$ cat src/rtl/dlr_pkg.sv
// ----------------------------------------------------------------------------
// dlr_pkg
// Shared widths, register indexes, limits and types of the downmix resampler.
// ----------------------------------------------------------------------------
package dlr_pkg;

    localparam int SAMPLE_W   = 16;
    localparam int MONO_W     = 17;
    localparam int IN_RATE_W  = 18;
    localparam int OUT_RATE_W = 16;
    localparam int CH_W       = 2;
    localparam int PHASE_W    = 18;
    localparam int PROD_W     = 34;
    localparam int MAG_W      = 32;
    localparam int DIVISOR_W  = OUT_RATE_W + 1;
    localparam int CNT_W      = 3;
    localparam int CFG_IDX_W  = 2;
    localparam int CFG_DATA_W = 18;

    localparam int QUEUE_DEPTH = 2;

    localparam logic [IN_RATE_W-1:0]  IN_RATE_MIN  = 18'd8000;
    localparam logic [IN_RATE_W-1:0]  IN_RATE_MAX  = 18'd192000;
    localparam logic [IN_RATE_W-1:0]  IN_RATE_RST  = 18'd48000;
    localparam logic [OUT_RATE_W-1:0] OUT_RATE_MIN = 16'd8000;
    localparam logic [OUT_RATE_W-1:0] OUT_RATE_MAX = 16'd48000;
    localparam logic [OUT_RATE_W-1:0] OUT_RATE_RST = 16'd16000;
    localparam logic [CH_W-1:0]       CH_RST       = 2'd2;
    localparam logic [CNT_W-1:0]      MAX_OUTPUTS  = 3'd6;

    localparam logic [CFG_IDX_W-1:0] CFG_INPUT_RATE    = 2'd0;
    localparam logic [CFG_IDX_W-1:0] CFG_CHANNEL_COUNT = 2'd1;
    localparam logic [CFG_IDX_W-1:0] CFG_OUTPUT_RATE   = 2'd2;

    typedef struct packed {
        logic                     first;
        logic signed [MONO_W-1:0] cur;
    } t_entry;

    typedef struct packed {
        logic [IN_RATE_W-1:0]  step;
        logic [OUT_RATE_W-1:0] rate;
    } t_rates;

    function automatic logic [IN_RATE_W-1:0] clamp_in(input logic [IN_RATE_W-1:0] v);
        logic [IN_RATE_W-1:0] res;
        res = v;
        if (v < IN_RATE_MIN) res = IN_RATE_MIN;
        if (v > IN_RATE_MAX) res = IN_RATE_MAX;
        return res;
    endfunction

    function automatic logic [OUT_RATE_W-1:0] clamp_out(input logic [OUT_RATE_W-1:0] v);
        logic [OUT_RATE_W-1:0] res;
        res = v;
        if (v < OUT_RATE_MIN) res = OUT_RATE_MIN;
        if (v > OUT_RATE_MAX) res = OUT_RATE_MAX;
        return res;
    endfunction

endpackage

$ cat src/rtl/dlr_front.sv
// ----------------------------------------------------------------------------
// dlr_front
// Accepts frames, downmixes them to mono half-sample units and tags the first.
// ----------------------------------------------------------------------------
module dlr_front
    import dlr_pkg::*;
(
    input  logic                  i_clk,
    input  logic                  i_rst_n,
    input  logic                  i_valid,
    output logic                  o_ready,
    input  logic [SAMPLE_W-1:0]   i_left,
    input  logic [SAMPLE_W-1:0]   i_right,
    input  logic                  i_stereo,
    input  logic                  i_full,
    output logic                  o_push,
    output t_entry                o_entry
);

    logic                     r_prev_valid;
    logic signed [MONO_W-1:0] w_left;
    logic signed [MONO_W-1:0] w_right;

    assign w_left  = MONO_W'($signed(i_left));
    assign w_right = MONO_W'($signed(i_right));

    assign o_ready = ~i_full;
    assign o_push  = i_valid & ~i_full;

    always_comb begin
        o_entry.first = ~r_prev_valid;
        if (i_stereo) begin
            o_entry.cur = w_left + w_right;
        end else begin
            o_entry.cur = {i_left, 1'b0};
        end
    end

    always_ff @(posedge i_clk) begin
        if (!i_rst_n) begin
            r_prev_valid <= 1'b0;
        end else if (o_push) begin
            r_prev_valid <= 1'b1;
        end
    end

endmodule

$ cat src/rtl/dlr_fifo.sv
// ----------------------------------------------------------------------------
// dlr_fifo
// Short queue of mono requests between the front and the back.
// ----------------------------------------------------------------------------
module dlr_fifo
    import dlr_pkg::*;
#(
    parameter int DEPTH = QUEUE_DEPTH
)
(
    input  logic   i_clk,
    input  logic   i_rst_n,
    input  logic   i_push,
    input  t_entry i_entry,
    output logic   o_full,
    input  logic   i_pop,
    output logic   o_empty,
    output t_entry o_entry
);

    localparam int AW = (DEPTH > 1) ? $clog2(DEPTH) : 1;

    t_entry        r_mem [DEPTH];
    logic [AW-1:0] r_wr;
    logic [AW-1:0] r_rd;
    logic [AW:0]   r_count;

    assign o_full  = (r_count == (AW+1)'(DEPTH));
    assign o_empty = (r_count == '0);
    assign o_entry = r_mem[r_rd];

    always_ff @(posedge i_clk) begin
        if (i_push) begin
            r_mem[r_wr] <= i_entry;
        end
    end

    always_ff @(posedge i_clk) begin
        if (!i_rst_n) begin
            r_wr    <= '0;
            r_rd    <= '0;
            r_count <= '0;
        end else begin
            if (i_push) begin
                r_wr <= (r_wr == AW'(DEPTH - 1)) ? '0 : r_wr + 1'b1;
            end
            if (i_pop) begin
                r_rd <= (r_rd == AW'(DEPTH - 1)) ? '0 : r_rd + 1'b1;
            end
            if (i_push && !i_pop) begin
                r_count <= r_count + 1'b1;
            end else if (!i_push && i_pop) begin
                r_count <= r_count - 1'b1;
            end
        end
    end

endmodule

$ cat src/rtl/dlr_div.sv
// ----------------------------------------------------------------------------
// dlr_div
// Restoring unsigned divider, one quotient bit per cycle.
// ----------------------------------------------------------------------------
module dlr_div
    import dlr_pkg::*;
(
    input  logic                 i_clk,
    input  logic                 i_rst_n,
    input  logic                 i_start,
    input  logic [MAG_W-1:0]     i_dividend,
    input  logic [DIVISOR_W-1:0] i_divisor,
    output logic                 o_done,
    output logic [MAG_W-1:0]     o_quot
);

    localparam int STEP_W = $clog2(MAG_W);

    logic                 r_busy;
    logic                 r_done;
    logic [STEP_W-1:0]    r_cnt;
    logic [DIVISOR_W-1:0] r_div;
    logic [DIVISOR_W-1:0] r_rem;
    logic [MAG_W-1:0]     r_quo;
    logic [DIVISOR_W:0]   w_shift;
    logic                 w_ge;

    assign w_shift = {r_rem, r_quo[MAG_W-1]};
    assign w_ge    = (w_shift >= {1'b0, r_div});
    assign o_done  = r_done;
    assign o_quot  = r_quo;

    always_ff @(posedge i_clk) begin
        if (i_start) begin
            r_div <= i_divisor;
            r_rem <= '0;
            r_quo <= i_dividend;
        end else if (r_busy) begin
            if (w_ge) begin
                r_rem <= DIVISOR_W'(w_shift - {1'b0, r_div});
            end else begin
                r_rem <= w_shift[DIVISOR_W-1:0];
            end
            r_quo <= {r_quo[MAG_W-2:0], w_ge};
        end
    end

    always_ff @(posedge i_clk) begin
        if (!i_rst_n) begin
            r_busy <= 1'b0;
            r_done <= 1'b0;
            r_cnt  <= '0;
        end else begin
            r_done <= 1'b0;
            if (i_start) begin
                r_busy <= 1'b1;
                r_cnt  <= '0;
            end else if (r_busy) begin
                r_cnt <= r_cnt + 1'b1;
                if (r_cnt == STEP_W'(MAG_W - 1)) begin
                    r_busy <= 1'b0;
                    r_done <= 1'b1;
                end
            end
        end
    end

endmodule

$ cat src/rtl/dlr_back.sv
// ----------------------------------------------------------------------------
// dlr_back
// Interpolation sequencer: phase walk, products, divide and output register.
// ----------------------------------------------------------------------------
module dlr_back
    import dlr_pkg::*;
(
    input  logic                i_clk,
    input  logic                i_rst_n,
    input  t_rates              i_rates,
    input  logic                i_empty,
    input  t_entry              i_entry,
    output logic                o_pop,
    output logic                o_valid,
    input  logic                i_ready,
    output logic [SAMPLE_W-1:0] o_sample,
    output logic                o_last
);

    localparam logic [2:0] S_IDLE  = 3'd0;
    localparam logic [2:0] S_CHECK = 3'd1;
    localparam logic [2:0] S_MUL   = 3'd2;
    localparam logic [2:0] S_ADD   = 3'd3;
    localparam logic [2:0] S_DIV   = 3'd4;
    localparam logic [2:0] S_OUT   = 3'd5;

    logic [2:0]                r_state;
    logic signed [MONO_W-1:0]  r_prev;
    logic signed [MONO_W-1:0]  r_cur;
    logic [PHASE_W-1:0]        r_phase;
    logic [CNT_W-1:0]          r_n;
    logic signed [PROD_W-1:0]  r_p0;
    logic signed [PROD_W-1:0]  r_p1;
    logic                      r_neg;
    logic                      r_run_last;
    logic [SAMPLE_W-1:0]       r_q;
    logic                      r_out_valid;
    logic [SAMPLE_W-1:0]       r_out_sample;
    logic                      r_out_last;

    logic [OUT_RATE_W-1:0]     w_diff;
    logic [PHASE_W:0]          w_next;
    logic signed [PROD_W-1:0]  w_p0;
    logic signed [PROD_W-1:0]  w_p1;
    logic signed [PROD_W-1:0]  w_acc;
    logic [PROD_W-1:0]         w_abs;
    logic                      w_start;
    logic                      w_done;
    logic [MAG_W-1:0]          w_quot;
    logic                      w_load;
    logic                      w_more;

    assign w_diff  = i_rates.rate - r_phase[OUT_RATE_W-1:0];
    assign w_next  = {1'b0, r_phase} + {1'b0, i_rates.step};
    assign w_p0    = $signed(r_prev) * $signed({1'b0, w_diff});
    assign w_p1    = $signed(r_cur) * $signed({1'b0, r_phase[OUT_RATE_W-1:0]});
    assign w_acc   = r_p0 + r_p1;
    assign w_abs   = w_acc[PROD_W-1] ? PROD_W'(-w_acc) : w_acc;
    assign w_start = (r_state == S_ADD);
    assign w_load  = (r_state == S_OUT) && (!r_out_valid || i_ready);
    assign w_more  = (r_phase < PHASE_W'(i_rates.rate)) && (r_n < MAX_OUTPUTS);
    assign o_pop   = (r_state == S_IDLE) && !i_empty;

    assign o_valid  = r_out_valid;
    assign o_sample = r_out_sample;
    assign o_last   = r_out_last;

    dlr_div u_div (
        .i_clk      (i_clk),
        .i_rst_n    (i_rst_n),
        .i_start    (w_start),
        .i_dividend (w_abs[MAG_W-1:0]),
        .i_divisor  ({i_rates.rate, 1'b0}),
        .o_done     (w_done),
        .o_quot     (w_quot)
    );

    always_ff @(posedge i_clk) begin
        if (r_state == S_MUL) begin
            r_p0       <= w_p0;
            r_p1       <= w_p1;
            r_run_last <= (w_next >= (PHASE_W+1)'(i_rates.rate))
                          || (r_n == CNT_W'(MAX_OUTPUTS - 3'd1));
        end
        if (r_state == S_ADD) begin
            r_neg <= w_acc[PROD_W-1];
        end
        if (r_state == S_DIV && w_done) begin
            r_q <= r_neg ? SAMPLE_W'(-w_quot[SAMPLE_W-1:0]) : w_quot[SAMPLE_W-1:0];
        end
        if (w_load) begin
            r_out_sample <= r_q;
            r_out_last   <= r_run_last;
        end
        if (o_pop) begin
            r_cur <= i_entry.cur;
        end
    end

    always_ff @(posedge i_clk) begin
        if (!i_rst_n) begin
            r_state     <= S_IDLE;
            r_prev      <= '0;
            r_phase     <= '0;
            r_n         <= '0;
            r_out_valid <= 1'b0;
        end else begin
            if (w_load) begin
                r_out_valid <= 1'b1;
            end else if (i_ready) begin
                r_out_valid <= 1'b0;
            end
            case (r_state)
                S_IDLE: begin
                    if (!i_empty) begin
                        r_n <= '0;
                        if (i_entry.first) begin
                            r_prev <= i_entry.cur;
                        end else begin
                            r_state <= S_CHECK;
                        end
                    end
                end
                S_CHECK: begin
                    if (w_more) begin
                        r_state <= S_MUL;
                    end else begin
                        if (r_phase >= PHASE_W'(i_rates.rate)) begin
                            r_phase <= r_phase - PHASE_W'(i_rates.rate);
                        end else begin
                            r_phase <= '0;
                        end
                        r_prev  <= r_cur;
                        r_state <= S_IDLE;
                    end
                end
                S_MUL: begin
                    r_state <= S_ADD;
                end
                S_ADD: begin
                    r_state <= S_DIV;
                end
                S_DIV: begin
                    if (w_done) begin
                        r_state <= S_OUT;
                    end
                end
                S_OUT: begin
                    if (w_load) begin
                        r_phase <= w_next[PHASE_W-1:0];
                        r_n     <= r_n + 1'b1;
                        r_state <= S_CHECK;
                    end
                end
                default: begin
                    r_state <= S_IDLE;
                end
            endcase
        end
    end

endmodule

$ cat src/rtl/downmix_linear_resampler_top.sv
// ----------------------------------------------------------------------------
// downmix_linear_resampler_top
// Mono downmix and linear-interpolation sample rate converter.
// ----------------------------------------------------------------------------
// Each accepted frame is downmixed to mono and queued. The back end uses the
// 32-step restoring divider that forms each interpolated value; a frame
// produces up to six samples. The very first frame after reset only primes the
// history. Input frames keep being accepted while the queue has room, and a
// finished sample waits in the output register while the next one is computed.
module downmix_linear_resampler_top
    import dlr_pkg::*;
#(
    parameter int QDEPTH = QUEUE_DEPTH
)
(
    input  logic                  i_clk,
    input  logic                  i_rst_n,
    input  logic                  i_cfg_we,
    input  logic [CFG_IDX_W-1:0]  i_cfg_idx,
    input  logic [CFG_DATA_W-1:0] i_cfg_wdata,
    input  logic                  i_s_axis_tvalid,
    output logic                  o_s_axis_tready,
    input  logic [31:0]           i_s_axis_tdata,  // sample_left[15:0], sample_right[31:16]
    input  logic                  i_s_axis_tlast,  // frame_last
    output logic                  o_m_axis_tvalid,
    input  logic                  i_m_axis_tready,
    output logic [15:0]           o_m_axis_tdata,  // out_sample[15:0]
    output logic                  o_m_axis_tlast   // run_last
);

    logic [IN_RATE_W-1:0]  r_input_rate;
    logic [CH_W-1:0]       r_channel_count;
    logic [OUT_RATE_W-1:0] r_output_rate;

    t_rates w_rates;
    t_entry w_push_entry;
    t_entry w_pop_entry;
    logic   w_push;
    logic   w_pop;
    logic   w_full;
    logic   w_empty;
    logic   w_ready;

    always_ff @(posedge i_clk) begin
        if (!i_rst_n) begin
            r_input_rate    <= IN_RATE_RST;
            r_channel_count <= CH_RST;
            r_output_rate   <= OUT_RATE_RST;
        end else if (i_cfg_we) begin
            case (i_cfg_idx)
                CFG_INPUT_RATE:    r_input_rate    <= i_cfg_wdata;
                CFG_CHANNEL_COUNT: r_channel_count <= i_cfg_wdata[CH_W-1:0];
                CFG_OUTPUT_RATE:   r_output_rate   <= i_cfg_wdata[OUT_RATE_W-1:0];
                default: begin
                end
            endcase
        end
    end

    assign w_rates.step    = clamp_in(r_input_rate);
    assign w_rates.rate    = clamp_out(r_output_rate);
    assign o_s_axis_tready = w_ready & i_rst_n;

    dlr_front u_front (
        .i_clk    (i_clk),
        .i_rst_n  (i_rst_n),
        .i_valid  (i_s_axis_tvalid & i_rst_n),
        .o_ready  (w_ready),
        .i_left   (i_s_axis_tdata[15:0]),
        .i_right  (i_s_axis_tdata[31:16]),
        .i_stereo (r_channel_count[1]),
        .i_full   (w_full),
        .o_push   (w_push),
        .o_entry  (w_push_entry)
    );

    dlr_fifo #(
        .DEPTH (QDEPTH)
    ) u_fifo (
        .i_clk   (i_clk),
        .i_rst_n (i_rst_n),
        .i_push  (w_push),
        .i_entry (w_push_entry),
        .o_full  (w_full),
        .i_pop   (w_pop),
        .o_empty (w_empty),
        .o_entry (w_pop_entry)
    );

    dlr_back u_back (
        .i_clk    (i_clk),
        .i_rst_n  (i_rst_n),
        .i_rates  (w_rates),
        .i_empty  (w_empty),
        .i_entry  (w_pop_entry),
        .o_pop    (w_pop),
        .o_valid  (o_m_axis_tvalid),
        .i_ready  (i_m_axis_tready),
        .o_sample (o_m_axis_tdata),
        .o_last   (o_m_axis_tlast)
    );

endmodule

$ cat config.mk
export PLATFORM = sky130hd
export DESIGN_NAME = downmix_linear_resampler_top
export DESIGN_NICKNAME = d
export VERILOG_FILES = /design/src/rtl/dlr_pkg.sv /design/src/rtl/dlr_front.sv /design/src/rtl/dlr_fifo.sv /design/src/rtl/dlr_div.sv /design/src/rtl/dlr_back.sv /design/src/rtl/downmix_linear_resampler_top.sv
export SDC_FILE = /design/constraint.sdc
export NUM_CORES = 2
export LEC_CHECK = 0
export ABC_AREA = 1
export BUFFER_PORTS_ARGS = -buffer_cell sky130_fd_sc_hd__buf_2
export CORE_UTILIZATION = 50
export DETAILED_ROUTE_END_ITERATION = 7
export PLACE_DENSITY_LB_ADDON = 0.3
export SLEW_MARGIN = 20
export SYNTH_ARGS = -nofsm -noshare
export SYNTH_HDL_FRONTEND = slang
export SYNTH_HIERARCHICAL = 1
export SYNTH_SLANG_ARGS = --single-unit
$ cat constraint.sdc
create_clock -name i_clk -period 11 [get_ports i_clk]
set_input_delay 1.65 -clock i_clk [delete_from_list [all_inputs] [get_ports i_clk]]
set_output_delay 1.65 -clock i_clk [all_outputs]
set_load 0.02 [all_outputs]
==> results.toml <==
[route]
firstDrtPassIters = 6
routedWlPerCell_um = 16.4
first_iter_violations = 2173
drc = 0
ant_nets = 0
vias = 33900
vias_per_cell = 5.17
routed_wirelength_mm = 107

[clock_tree]
cts_tree = "built"
path_clk_slew_ps = 60
h-tree-depth = 2
clk_latency_ps = 580
cts_hold_buf = 0
clk_path_buf_depth = 3
cts_buffers = 38
post_cts_buffers = 0
cts_root_buf = "clkbuf_16"
cts-resized-gates = 0
cts.sinks = 312

[worst_setup_path]
rr_startpoint = "r_output_rate[15]$_SDFFE_PN0P_"
slowest_stage = "inv_1"
cp.buffers_inverters = 6
r2r_setup_slack_ps = 1770
path_class = "register to register"
required_ps = 11320
slowest_delay_ps = 610
path_common_cell = "nand2_1"
path_delay_family = "adder cells"
r2r-end = "u_back/r_p0[26]$_DFFE_PP_"
arrival_ps = 9550
worstSetupStartpointType = "register"
path_max_fanout = 13
cp-end-kind = "register"
rr_worst_depth = 34

[floorplanning]
initial_core_util_pct = 50.5
die_area_um2 = 85600
die_w_um = 293
coreArea_um2 = 83600
fp-row-count = 106
ios = 77
die_y_um = 293

[placement]
hpwl_mm = 87.8
place.gp.congestion = 0.941
numPortBuffers = 75
place_ws_ps = 1930

[cells_and_area]
area_delta_synth_final_pct = 6.29
antenna_cells = 0
fin_util_pct = 53.7
drive_above_1_share_pct = 5.80
layout.nets = 6373

[sta]
worst_slew_pin_slew_ps = 1120
min_period_over_period_pct = 83.9
hold_viol = 0
timing.final.ws_setup_ps = 1770
relSlewSlack_pct = 25.1
fin_hold_ws_ps = 416
slew_violations = 0
fin_crit_ps = 9230
fin_worst_skew_ps = 46.1
setup_tns_ps = 0
fmax_ghz = 0.108
rsz0062_at_grt = "false"
final-setup-viol-count = 0

[worst_hold_path]
worstHoldPathCells = 0
min_path_type = "register to register"
whs_endpoint = "u_back/o_sample[8]$_DFFE_PP_"
holdCritStartpoint = "u_back/r_q[8]$_DFFE_PP_"

[grt]
grt_pass1_vias = 34100
grt_max_degree = 74
grt_usage_pct = 26.0
grt_pass1_wl_mm = 177
grt_overflow = 0
antenna_found_initial = 0

[synth]
async_reset_ff_share_pct = 0
synth.avg_cell_area_um2 = 7.78
syn-instance-count = 5431
synthesis.nets = 6365
synth_area_um2 = 42200
synth.distinct_cells = 66
synth_seq_cells = 312
yosysSeqAreaShare_pct = 19.6
synthFlopType = "edfxtp_1"
synth_warnings = 6
synth_edf_count = 205

[run]
maxCapViolCount = 0

[outcome]
outcome = "completed"
-- flip-flops by register name, indices dropped and copies added, names as in the netlist, 2 cells and up, named ones only --
register and cells:
u_back/o_sample 16, u_back/u_div/r_div 17, u_back/r_q 16, r_input_rate 18, r_output_rate 16, u_fifo/r_mem 36
u_back/r_prev 17, u_back/u_div/r_rem 17, u_back/r_phase 18, u_back/r_p1 34, u_back/r_state 3, u_back/u_div/r_cnt 5
u_fifo/r_count 2, u_back/r_p0 34, u_back/r_n 3, u_back/u_div/o_quot 32, u_back/r_cur 17
-- routing by layer --
metal / vias up / wire [µm] / global-route usage (%)
met5: - / 0 / 0
met4: 0 / 3200 / 7.53
met3: 161 / 6210 / 2.94
met2: 924 / 50300 / 44.0
met1: 16400 / 47600 / 35.2
li1: 16400 / - / -
-- layout by cell type (no fill, tap or decap), types with 47 or more instances in the layout --
cell type  instances
a21oi_1          204
buf_2             75
buf_4             47
dfxtp_1          107
edfxtp_1         205
fa_1             564
ha_1             312
inv_1           1273
nand2_1         1417
nand3_1          156
nor2_1           368
o21ai_0          146
xnor2_1           62
xor2_1            94
-- how the worst max path moves through the flow --
stage	from	depth (start not counted)	slack, ps	endpoint
5_1_grt	r_output_rate[15]$_SDFFE_PN0P_	34	1190	u_back/r_p0[26]$_DFFE_PP_
3_5_place_dp	r_output_rate[15]$_SDFFE_PN0P_	34	1930	u_back/r_p0[26]$_DFFE_PP_
3_3_place_gp	r_output_rate[15]$_SDFFE_PN0P_	34	1920	u_back/r_p0[32]$_DFFE_PP_
2_1_floorplan	r_output_rate[14]$_SDFFE_PN0P_	33	3180	u_back/r_p0[33]$_DFFE_PP_
4_1_cts	r_output_rate[15]$_SDFFE_PN0P_	34	1920	u_back/r_p0[26]$_DFFE_PP_
6_report	r_output_rate[15]$_SDFFE_PN0P_	34	1770	u_back/r_p0[26]$_DFFE_PP_
-- synthesized netlist by cell type (16+ instances only) --
library cell | instances | area (µm²)
nand2_1 | 1417 | 5320
inv_1 | 1273 | 4780
fa_1 | 564 | 11300
nor2_1 | 372 | 1400
ha_1 | 312 | 3900
edfxtp_1 | 205 | 6160
a21oi_1 | 204 | 1020
nand3_1 | 156 | 781
o21ai_0 | 146 | 731
clkbuf_1 | 111 | 417
dfxtp_1 | 107 | 2140
xor2_1 | 94 | 823
xnor2_1 | 62 | 543
nand4_1 | 34 | 213
nor3_1 | 31 | 155
a31oi_1 | 28 | 175
nand2_2 | 27 | 169
buf_2 | 22 | 110
nor2_2 | 20 | 125
o211ai_1 | 19 | 143
a211oi_1 | 17 | 128
nand3_2 | 16 | 160
-- kinds of logic (layout without fill, tap and decap cells) --
group	after synthesis	after routing	synth area share [%]
buf+inv	1449	1486	13.2
other cells	1	1	0.00888
fa+ha+maj	876	876	36.0
flops	312	312	19.6
xor+xnor	157	157	3.27
compound gates	479	479	6.39
simple gates	2139	2139	20.9
mux	18	18	0.569
-- final cells by class --
type | count | area, µm²
clock buffer | 44 | 995
multi-input combinational | 3670 | 28400
clock inverter | 25 | 280
fill | 7966 | 38700
inverter | 1295 | 4860
tap | 1080 | 1350
timing repair buffer | 122 | 728
sequential | 312 | 8300
-- stage by stage --
stage	instance area (µm²)	cells
after floorplan	42200	5431
after global placement	43600	6479
after detailed placement	43600	6479
after CTS	44900	6548
after global routing	44900	6548
final	44900	6548
Power is left out: the tool's default activity adds up to more than one toggle a clock period on the data nets, which glitch-free logic cannot reach.
